==> src/hdl/nlpe_pkg.sv <==
// ----------------------------------------------------------------------------
// nlpe_pkg
// Shared types, opcodes and saturation helpers for the nonlocal projection
// energy block.
// ----------------------------------------------------------------------------
package nlpe_pkg;

  // Default number of fractional bits of the fixed-point format
  localparam int FRAC_BITS_DEF = 22;

  // One plane-wave term
  typedef struct packed {
    logic signed [23:0] coef_re;
    logic signed [23:0] coef_im;
    logic signed [23:0] proj;
    logic signed [23:0] phase_re;
    logic signed [23:0] phase_im;
    logic        [22:0] occupation;
    logic signed [23:0] channel_weight;
    logic               last_term;
    logic               last_state;
    logic               start_total;
  } nlpe_in_t;

  // One finished projection
  typedef struct packed {
    logic signed [47:0] fnl_re;
    logic signed [47:0] fnl_im;
    logic signed [63:0] energy_total;
    logic               channel_done;
  } nlpe_out_t;

  // Multiply operations, in issue order
  typedef enum logic [3:0] {
    OP_TR  = 4'd0,  // proj * phase_re
    OP_TI  = 4'd1,  // proj * phase_im (negated)
    OP_RR  = 4'd2,  // coef_re * t_re
    OP_RI  = 4'd3,  // coef_im * t_im, closes dot_re
    OP_IR  = 4'd4,  // coef_re * t_im
    OP_II  = 4'd5,  // coef_im * t_re, closes dot_im
    OP_PRE = 4'd6,  // fnl_re squared
    OP_PIM = 4'd7,  // fnl_im squared, forms |p|^2
    OP_OCC = 4'd8,  // occupation * |p|^2 into channel sum
    OP_WT  = 4'd9   // weight * channel sum into energy total
  } op_e;

  // Controller states
  typedef enum logic [5:0] {
    ST_IDLE  = 6'b000001,
    ST_SETUP = 6'b000010,
    ST_MUL   = 6'b000100,
    ST_FIN   = 6'b001000,
    ST_APPLY = 6'b010000,
    ST_OUT   = 6'b100000
  } state_e;

  // Controller to datapath commands
  typedef struct packed {
    logic       load;   // capture a new request
    logic       setup;  // latch operand magnitudes, preload rounding bias
    logic       mul;    // accumulate one 32x32 partial product
    logic [1:0] pp;     // partial product select
    logic       fin;    // shift, saturate and sign the product
    logic       apply;  // fold the product into the state
    logic       emit;   // load the output register
    op_e        op;
  } nlpe_cmd_t;

  // Datapath to controller status
  typedef struct packed {
    logic last_term;
    logic last_state;
  } nlpe_sts_t;

  // Saturating 64-bit add
  function automatic logic [63:0] sat_add64(input logic [63:0] a, input logic [63:0] b);
    logic [64:0] s;
    s = {a[63], a} + {b[63], b};
    if (s[64] != s[63]) begin
      sat_add64 = s[64] ? {1'b1, 63'd0} : {1'b0, {63{1'b1}}};
    end else begin
      sat_add64 = s[63:0];
    end
  endfunction

  // Saturate a 66-bit signed value to 48 bits
  function automatic logic [47:0] sat48(input logic [65:0] v);
    if (v[65:47] == '0 || v[65:47] == '1) begin
      sat48 = v[47:0];
    end else begin
      sat48 = v[65] ? {1'b1, 47'd0} : {1'b0, {47{1'b1}}};
    end
  endfunction

  // Magnitude of a signed 64-bit value
  function automatic logic [63:0] abs64(input logic [63:0] a);
    abs64 = a[63] ? (~a + 64'd1) : a;
  endfunction

endpackage

==> src/hdl/nlpe_ctrl.sv <==
// ----------------------------------------------------------------------------
// nlpe_ctrl
// Sequencer: walks each request through the multiply operations on the
// shared multiplier and hands finished projections to the output register.
// ----------------------------------------------------------------------------
module nlpe_ctrl import nlpe_pkg::*; (
  input  logic       clk_i,
  input  logic       rst_ni,
  input  logic       in_valid_i,
  output logic       in_stall_o,
  output logic       out_valid_o,
  input  logic       out_stall_i,
  input  nlpe_sts_t  sts_i,
  output nlpe_cmd_t  cmd_o
);

  state_e     state_q, state_d;
  op_e        op_q, op_d;
  logic [1:0] pp_q, pp_d;
  logic       out_valid_q, out_valid_d;
  logic       accept;
  logic       taken;

  assign accept = in_valid_i && (state_q == ST_IDLE);
  assign taken  = out_valid_q && !out_stall_i;

  // next state and commands
  always_comb begin
    state_d     = state_q;
    op_d        = op_q;
    pp_d        = pp_q;
    out_valid_d = out_valid_q && !taken;
    cmd_o       = '0;
    cmd_o.op    = op_q;
    cmd_o.pp    = pp_q;
    case (state_q)
      ST_IDLE: begin
        if (accept) begin
          cmd_o.load = 1'b1;
          op_d       = OP_TR;
          state_d    = ST_SETUP;
        end
      end
      ST_SETUP: begin
        cmd_o.setup = 1'b1;
        pp_d        = 2'd0;
        state_d     = ST_MUL;
      end
      ST_MUL: begin
        cmd_o.mul = 1'b1;
        pp_d      = pp_q + 2'd1;
        if (pp_q == 2'd3) begin
          state_d = ST_FIN;
        end
      end
      ST_FIN: begin
        cmd_o.fin = 1'b1;
        state_d   = ST_APPLY;
      end
      ST_APPLY: begin
        cmd_o.apply = 1'b1;
        state_d     = ST_SETUP;
        case (op_q)
          OP_II: begin
            if (sts_i.last_term) begin
              op_d = OP_PRE;
            end else begin
              state_d = ST_IDLE;
            end
          end
          OP_OCC: begin
            if (sts_i.last_state) begin
              op_d = OP_WT;
            end else begin
              state_d = ST_OUT;
            end
          end
          OP_WT: begin
            state_d = ST_OUT;
          end
          default: begin
            op_d = op_e'(op_q + 4'd1);
          end
        endcase
      end
      ST_OUT: begin
        if (!out_valid_q || !out_stall_i) begin
          cmd_o.emit  = 1'b1;
          out_valid_d = 1'b1;
          state_d     = ST_IDLE;
        end
      end
      default: begin
        state_d = ST_IDLE;
      end
    endcase
  end

  // control registers
  always_ff @(posedge clk_i or negedge rst_ni) begin
    if (!rst_ni) begin
      state_q     <= ST_IDLE;
      op_q        <= OP_TR;
      pp_q        <= 2'd0;
      out_valid_q <= 1'b0;
    end else begin
      state_q     <= state_d;
      op_q        <= op_d;
      pp_q        <= pp_d;
      out_valid_q <= out_valid_d;
    end
  end

  assign in_stall_o  = (state_q != ST_IDLE);
  assign out_valid_o = out_valid_q;

endmodule

==> config.mk <==
export PLATFORM = sky130hd
export DESIGN_NAME = nlpe_ctrl
export DESIGN_NICKNAME = d
export VERILOG_FILES = /design/src/hdl/nlpe_pkg.sv /design/src/hdl/nlpe_ctrl.sv
export SDC_FILE = /design/constraint.sdc
export NUM_CORES = 1
export LEC_CHECK = 0
export BUFFER_PORTS_ARGS = -buffer_cell sky130_fd_sc_hd__buf_4
export CORE_MARGIN = 2
export CORE_UTILIZATION = 54
export CTS_CLUSTER_SIZE = 12
export DETAILED_ROUTE_END_ITERATION = 10
export PLACE_DENSITY = 0.87
export SYNTH_ARGS = -nofsm -noshare
export SYNTH_HDL_FRONTEND = slang
export SYNTH_SLANG_ARGS = --single-unit
==> constraint.sdc <==
create_clock -name clk_i -period 4.1 [get_ports clk_i]
set_input_delay 0.205 -clock clk_i [delete_from_list [all_inputs] [get_ports clk_i]]
set_output_delay 0.205 -clock clk_i [all_outputs]
set_load 0.02 [all_outputs]
==> results.md, run 1 <==
* complete, no violations — result of the run
* 9.39 um^2 — synthesized area per cell
* 7 — r2r worst-path depth
* 798 um^2 — cell area after synthesis
* op_q[0] — end of the worst register-to-register path
* 467 nW/um^2 — power density over the cells
* 42.5 um — height of the die
* 1 — H-tree levels
* 0 — endpoints failing setup
* 7 — critical path peak fanout
* 3.89 ns — Critical Path RT
* 6.04 — mean number of vias per cell
* out_valid_o — hold endpoint
* sky130_fd_sc_hd__clkbuf_4 — CTS root buf
* 14 — largest net degree at the start of global routing
* 1.89 ns — min cycle time layout
* 3.11 mm — global-route wire length before repair
* 0.422 ns — Worst Max-Slew Pin Slew
* 19 — quantity of I/O buffers inserted on ports
* sky130_fd_sc_hd__dfrtp_1 — master of the slowest instance on the critical path
* done — clock tree from TritonCTS
* 42.5 um — x dimension of the die
* 705 — via count of the first global-routing pass
* op_q[0] — r2r startpoint
* state_q[4] — critical path startpoint
* 0 — warnings from Yosys
* 1.80 mm — total wirelength of the detailed-routed design
* 0.230 — global-route total usage across every layer
* 119 — number of nets at the end of the flow
* simple AND/OR/NAND/NOR gates — Top Family by Delay on Critical Path
* 24.1% — layout-stage area growth over the synthesis result
* 0.00501 ns — Max Clock Skew
* 2.26 ns — Reg2Reg Setup Slack
* 1800 um^2 — die outline area
* 33 — Unique masters post-synth
* 0.991 — global placer's final weighted congestion
* 2.32 ns — post-placement setup slack
* 1330 um^2 — Placeable Area
* 1.69 ns — Arrival @ worst endpoint
* 1.39 mm — detailed-placement wirelength estimate
* 0 — GR Overflow Total
* 0.287 — share of layout cells above drive strength 1
* sky130_fd_sc_hd__dfrtp_1 — Main synth FF type
* 2 — number of buffers and inverters on the critical path
* 0 — drc violations
* 0.598 — effective utilization at floorplan
* 0 — Post-synth EDFFs
* 0.28 ns — worst-skew pair later-pin latency
* no — unrepaired setup endpoints after global routing
* 14.7 um — routed len/inst
* 0 — Final Slew Violations
* 0.717 — slew margin rel.
* met2 — grt peak-use layer
* 0.000462 W — Final Total Pwr
* 1.00 — share of flip-flops with an asynchronous set or reset after synthesis
* 0.08 ns — Reg clk slew, reported paths
* nor2_1, nand4b_1, inv_1, buf_4 — crit-path cells
* 13 — clock net sink count
* primary input to register — class of the tightest hold or removal check
* 0 — number of max-cap violations
* register — Setup crit start kind
* 118 — Placed Cells incl. Taps
* 123 — non-filler instance count after layout
* 3 — CTS buffer count
* 743 — DR vias
* 16 — Initial DRC Count
* 95 — number of nets produced by synthesis
* 13 — # rows
* register to output port — WS Path Type
* 0 — Final Hold Vio Count
* 2 — number of buffers on the longest clock path
* 0.409 — share of the yosys chip area belonging to registers
* 20 — Boundary Pins
* 0 — ant diodes
* 0.285 — global routing met1 resource utilization
* out_stall_i — origin of the worst min-delay path
* 0.528 GHz — Max Fclk
* output port — type of element capturing the critical path
* 5 — first-pass iteration count of the detailed router
* 0 ns — Setup TNS Final
* 2.21 ns — setup ws final
* 13 — number of flip-flops and latches in the synthesized netlist
* 3 — Worst Hold Path Cells
* 298 uV — maximum vdd drop
* 0.462 — post-route clock period utilization
* 0.43 ns — critical path's largest stage delay
* 0.494 nW — Lkg Pwr
* 0.369 — met2 layer usage reported by global route
* 0.0560 — met3 layer usage reported by global route
* 85 — number of instances in the synthesized netlist
* 0 — number of antenna-violating nets in the routed design
* 0 — number of antenna violations at the first check in global routing
through the flow:
| step | hold WS, ns | cell area (um^2) | util |
|---|---|---|---|
| final | 0.222 | 991 | 0.743 |
| after global routing | 0.234 | 991 | 0.743 |
| after CTS | 0.215 | 991 | 0.743 |
| after detailed placement | 0.0576 | 955 | 0.716 |
| after global placement | 0.0543 | 955 | 0.716 |
| after floorplan | -0.0906 | 798 | - |
kinds of logic after synthesis:
logic type,count (synthesis),share of synthesized area
xor+xnor,1,0.0110
buf+inv,8,0.0392
fa+ha+maj,4,0.0627
compound gates,24,0.198
flops,13,0.409
simple gates,35,0.281
report_power, final:
group	internal (W)	switching, W	leakage [nW]
clock	0.0000377	0.0000419	0.0150
combinational	0.0000852	0.000110	0.304
sequential	0.000153	0.0000346	0.176
worst reg2reg max path, cell delays in order (launching register included):
cell and delay, ns:
sky130_fd_sc_hd__dfrtp_1 0.46, sky130_fd_sc_hd__inv_1 0.10, sky130_fd_sc_hd__ha_1 0.24, sky130_fd_sc_hd__nor2b_1 0.15, sky130_fd_sc_hd__o21ai_1 0.35, sky130_fd_sc_hd__a21oi_2 0.10
sky130_fd_sc_hd__a21oi_2 0.23, sky130_fd_sc_hd__o21ai_1 0.10
area by class of cell:
| cell class | instances | area, um^2 |
|---|---|---|
| clock buffers | 4 | 26.3 |
| fillers | 113 | 343 |
| inverters | 7 | 26.3 |
| multi-input cells | 64 | 440 |
| flip-flops and latches | 13 | 327 |
| well taps | 15 | 18.8 |
| repair buffers | 20 | 153 |
cells in the mapped netlist (2+ instances only):
cell / number / area share
sky130_fd_sc_hd__dfrtp_1: 12 / 0.38
sky130_fd_sc_hd__nand2_1: 10 / 0.047
sky130_fd_sc_hd__inv_1: 6 / 0.028
sky130_fd_sc_hd__nand3_1: 6 / 0.038
sky130_fd_sc_hd__nor2_1: 6 / 0.028
sky130_fd_sc_hd__a21oi_1: 5 / 0.031
sky130_fd_sc_hd__ha_1: 4 / 0.063
sky130_fd_sc_hd__o21ai_0: 4 / 0.025
sky130_fd_sc_hd__o21ai_1: 3 / 0.019
sky130_fd_sc_hd__a21oi_2: 2 / 0.022
sky130_fd_sc_hd__nand4b_1: 2 / 0.022
sky130_fd_sc_hd__nor2b_1: 2 / 0.016
sky130_fd_sc_hd__nor3b_1: 2 / 0.019
sky130_fd_sc_hd__o22ai_1: 2 / 0.016
registers in the layout, indices dropped and copies added (netlist names):
signal / cells
out_valid_o: 1
state_q: 6
op_q: 4
pp_q: 2
worst max path at each step:
stage	endpoint	slack, ns	cells after the start
3_5_place_dp	op_q[2]	2.32	7
3_3_place_gp	op_q[1]	2.44	7
6_report	cmd_o[9]	2.21	4
5_1_grt	cmd_o[4]	2.02	4
4_1_cts	cmd_o[4]	2.20	4
2_1_floorplan	op_q[2]	2.40	7
cells in the final DEF (no fill, tap or decap), drive strengths merged, types with 2 or more instances in the layout:
cell,netlist,layout
buf,0,19
dfrtp,12,12
nand2,10,10
o21ai,8,8
a21oi,7,7
inv,6,6
nor2,6,6
nand3,6,6
ha,4,4
clkbuf,1,4
nor3b,2,2
nand4b,2,2
nor2b,2,2
o22ai,2,2
nor4,2,2
nand3b,2,2
nand4,2,2
what timing repair did:
| action | 4_1_cts | 5_1_grt |
|---|---|---|
| gates resized for setup | 0 | 0 |
| endpoints found under the hold margin | 13 | 0 |
| hold buffers | 1 | 0 |
| setup buffers | 0 | 0 |
layer usage:
layer,part of all wire,vias to the layer above
met3,0.052,6
met5,0,-
met2,0.50,34
met4,0.026,0
met1,0.42,345
li1,-,358
Power figures use the tool's default switching activity.
==> run 2: changes to the inputs <==
CORE_UTILIZATION = 50   (was 54)
PLACE_DENSITY = 0.82   (was 0.87)
clock period = 1.8 ns   (was 4.1 ns; I/O delays follow)
==> run 2 against run 1 <==
  * Routed wire length is 3.0% higher
  * Combinational power grew 140%
  * Non-clock buffer count is 4 higher
  * Utilization is 5.9 points lower
  * Critical path depth unchanged
  * Die area grew 7.2%
  * Clock-buffer cell count did not move
  * Power grew 130%
  * Sequential power increased by 130%
  * Via count is 0.40% higher
  * Flip-flop and latch count unchanged
  * Sequential share of layout area is 1.2 points lower
  * Largest cell class unchanged
  * Largest power group unchanged
==> results.md, run 2 (synthesis results as in run 1) <==
* complete, no violations — result of the run
* 1.86 mm — total wirelength of the detailed-routed design, +3.0%
* 115 — FILL cells, +1.8%
* 1040 nW/um^2 — power density over the cells, +120%
* 14.5 um — routed len/inst, -1.0%
* primary input to register — class of the tightest hold or removal check
* 0 — number of antenna-violating nets in the routed design, unchanged
* 19 — quantity of I/O buffers inserted on ports, unchanged
* 0 — drc violations, unchanged
* yes — unrepaired setup endpoints after global routing
* register — Setup crit start kind
* 44.0 um — x dimension of the die, +3.5%
* 0.511 nW — Lkg Pwr, +3.2%
* 0.684 — utilization after layout, -0.0586
* 1930 um^2 — die outline area, +7.2%
* 0.530 — effective utilization at floorplan, -0.0686
* 0 — Final Hold Vio Count, unchanged
* 0 — number of antenna violations at the first check in global routing, unchanged
* 0.339 — share of layout cells above drive strength 1, +0.0522
* register to output port — WS Path Type
* 29.2% — layout-stage area growth over the synthesis result
* 14 — largest net degree at the start of global routing, unchanged
* 2.95 mm — global-route wire length before repair, -5.1%
* 5.83 — mean number of vias per cell, -3.5%
* 0.213 — global-route total usage across every layer, -0.0169
* 1.35 mm — detailed-placement wirelength estimate, -2.8%
* state_q: 6 flops, op_q: 4 flops, pp_q: 2 flops — largest registers in the final layout
* 0.325 ns — Worst Max-Slew Pin Slew, -0.0975 ns
* 0.08 ns — Reg clk slew, reported paths, about the same
* sky130_fd_sc_hd__clkbuf_4 — CTS root buf
* 0.28 ns — worst-skew pair later-pin latency, about the same
* 4 — critical path peak fanout, -3
* 649 — via count of the first global-routing pass, -7.9%
* 0.783 — slew margin rel., +0.0661
* 4 — first-pass iteration count of the detailed router, -1
* 0.968 — post-route clock period utilization
* 0.877 — global placer's final weighted congestion, -12%
* 0 — Final Slew Violations, unchanged
* 13 — clock net sink count, unchanged
* 0 — endpoints failing setup, unchanged
* 619 uV — maximum vdd drop, +110%
* 746 — DR vias, +0.40%
* 1.65 ns — Arrival @ worst endpoint, -0.04 ns
* 1 — H-tree levels, unchanged
* 0.574 GHz — Max Fclk
* output port — type of element capturing the critical path
* state_q — register ranked first by flip-flop count
* sky130_fd_sc_hd__buf_4 — most common cell after layout, fill and taps aside
* 1.71 ns — Critical Path RT, -2.18 ns
* sky130_fd_sc_hd__buf_4 (23), sky130_fd_sc_hd__dfrtp_1 (11), sky130_fd_sc_hd__nand2_1 (10) — most used cells in the layout excluding fill and tap cells
* 1510 um^2 — Placeable Area, +13%
* 3 — CTS buffer count, unchanged
* 0 — number of max-cap violations, unchanged
* 2 — number of buffers on the longest clock path, unchanged
* 22 — Initial DRC Count, +6
* 0 — ant diodes, unchanged
* 44.0 um — height of the die, +3.5%
* 14 — # rows, +1
* 123 — number of nets at the end of the flow, +3.4%
* 6 — Largest register FFs, unchanged
* 20 — Boundary Pins, unchanged
* 0.0898 ns — Hold WS, -0.132 ns
* 1.74 ns — min cycle time layout
* done — clock tree from TritonCTS
* 0.00204 ns — Max Clock Skew, -0.00297 ns
* 0 — GR Overflow Total, unchanged
## run 2: changes by cell type in the layout (fill, tap and decap cells not counted)
cell / change
sky130_fd_sc_hd__a21oi_1: -1
sky130_fd_sc_hd__a21oi_2: +1
sky130_fd_sc_hd__buf_4: +4
sky130_fd_sc_hd__dfrtp_1: -1
sky130_fd_sc_hd__dfrtp_2: +1
sky130_fd_sc_hd__o21ai_1: -1
sky130_fd_sc_hd__o21ai_2: +1
## run 2: critical path: stages, from the launching register on
cell	delay [ns]
sky130_fd_sc_hd__dfrtp_2	0.45
sky130_fd_sc_hd__nor4_4	0.38
sky130_fd_sc_hd__nand3b_1	0.23
sky130_fd_sc_hd__a21oi_2	0.16
sky130_fd_sc_hd__buf_4	0.15
## run 2: power by group
group	internal, W	switching [W]
Sequential	0.000351	0.0000752
Combinational	0.000205	0.000257
Clock	0.0000861	0.000102
Total	0.000642	0.000434
## run 2: per-layer routing
metal  routed length, um  share of wire  vias to the layer above  GRT usage
li1                    -              -                      368          -
met1                 829           0.45                      348      0.279
met2                 888           0.48                       26      0.318
met3                 116          0.062                        4     0.0708
met4                  23          0.012                        0      0.103
met5                   0              0                        -          0
## run 2: what timing repair did
item                                   4_1_cts  5_1_grt
endpoints found under the hold margin       13        0
gates resized for setup                      0        3
setup endpoints to repair                    0        5
setup buffers                                0        2
hold buffers                                 1        0
## run 2: area by class of cell
cell class | count | area [um^2] | area share
clock buffers | 4 | 26.3 | 0.0255
inverters | 7 | 26.3 | 0.0255
multi-input cells | 64 | 448 | 0.434
flip-flops and latches | 13 | 328 | 0.318
well taps | 16 | 20.0 | 0.0194
repair buffers | 24 | 183 | 0.177
## run 2: final timing paths
check                       startpoint           to  slack (ns)  cells past startpoint
max in group asynchronous       rst_ni   state_q[0]        1.38                      2
min in group asynchronous       rst_ni      op_q[2]        0.19                      2
setup reg to reg               op_q[0]      op_q[2]        0.15                      7
hold reg to reg                pp_q[0]      pp_q[0]        0.53                      1
hold / removal             out_stall_i  out_valid_o        0.09                      3
setup / recovery            state_q[1]     cmd_o[4]        0.06                      4
## run 2: metrics by stage
step / total power, W / std cells / setup slack [ns] / cell area [um^2] / TNS [ns]
2_1_floorplan: 0.000721 / 85 / 0.0957 / 798 / 0
3_3_place_gp: 0.000856 / 121 / 0.217 / 971 / 0
3_5_place_dp: 0.000880 / 121 / 0.124 / 971 / 0
4_1_cts: 0.00107 / 126 / 0.0178 / 1010 / 0
5_1_grt: 0.00115 / 128 / -0.0532 / 1030 / -0.0532
6_report: 0.00108 / 128 / 0.0584 / 1030 / 0
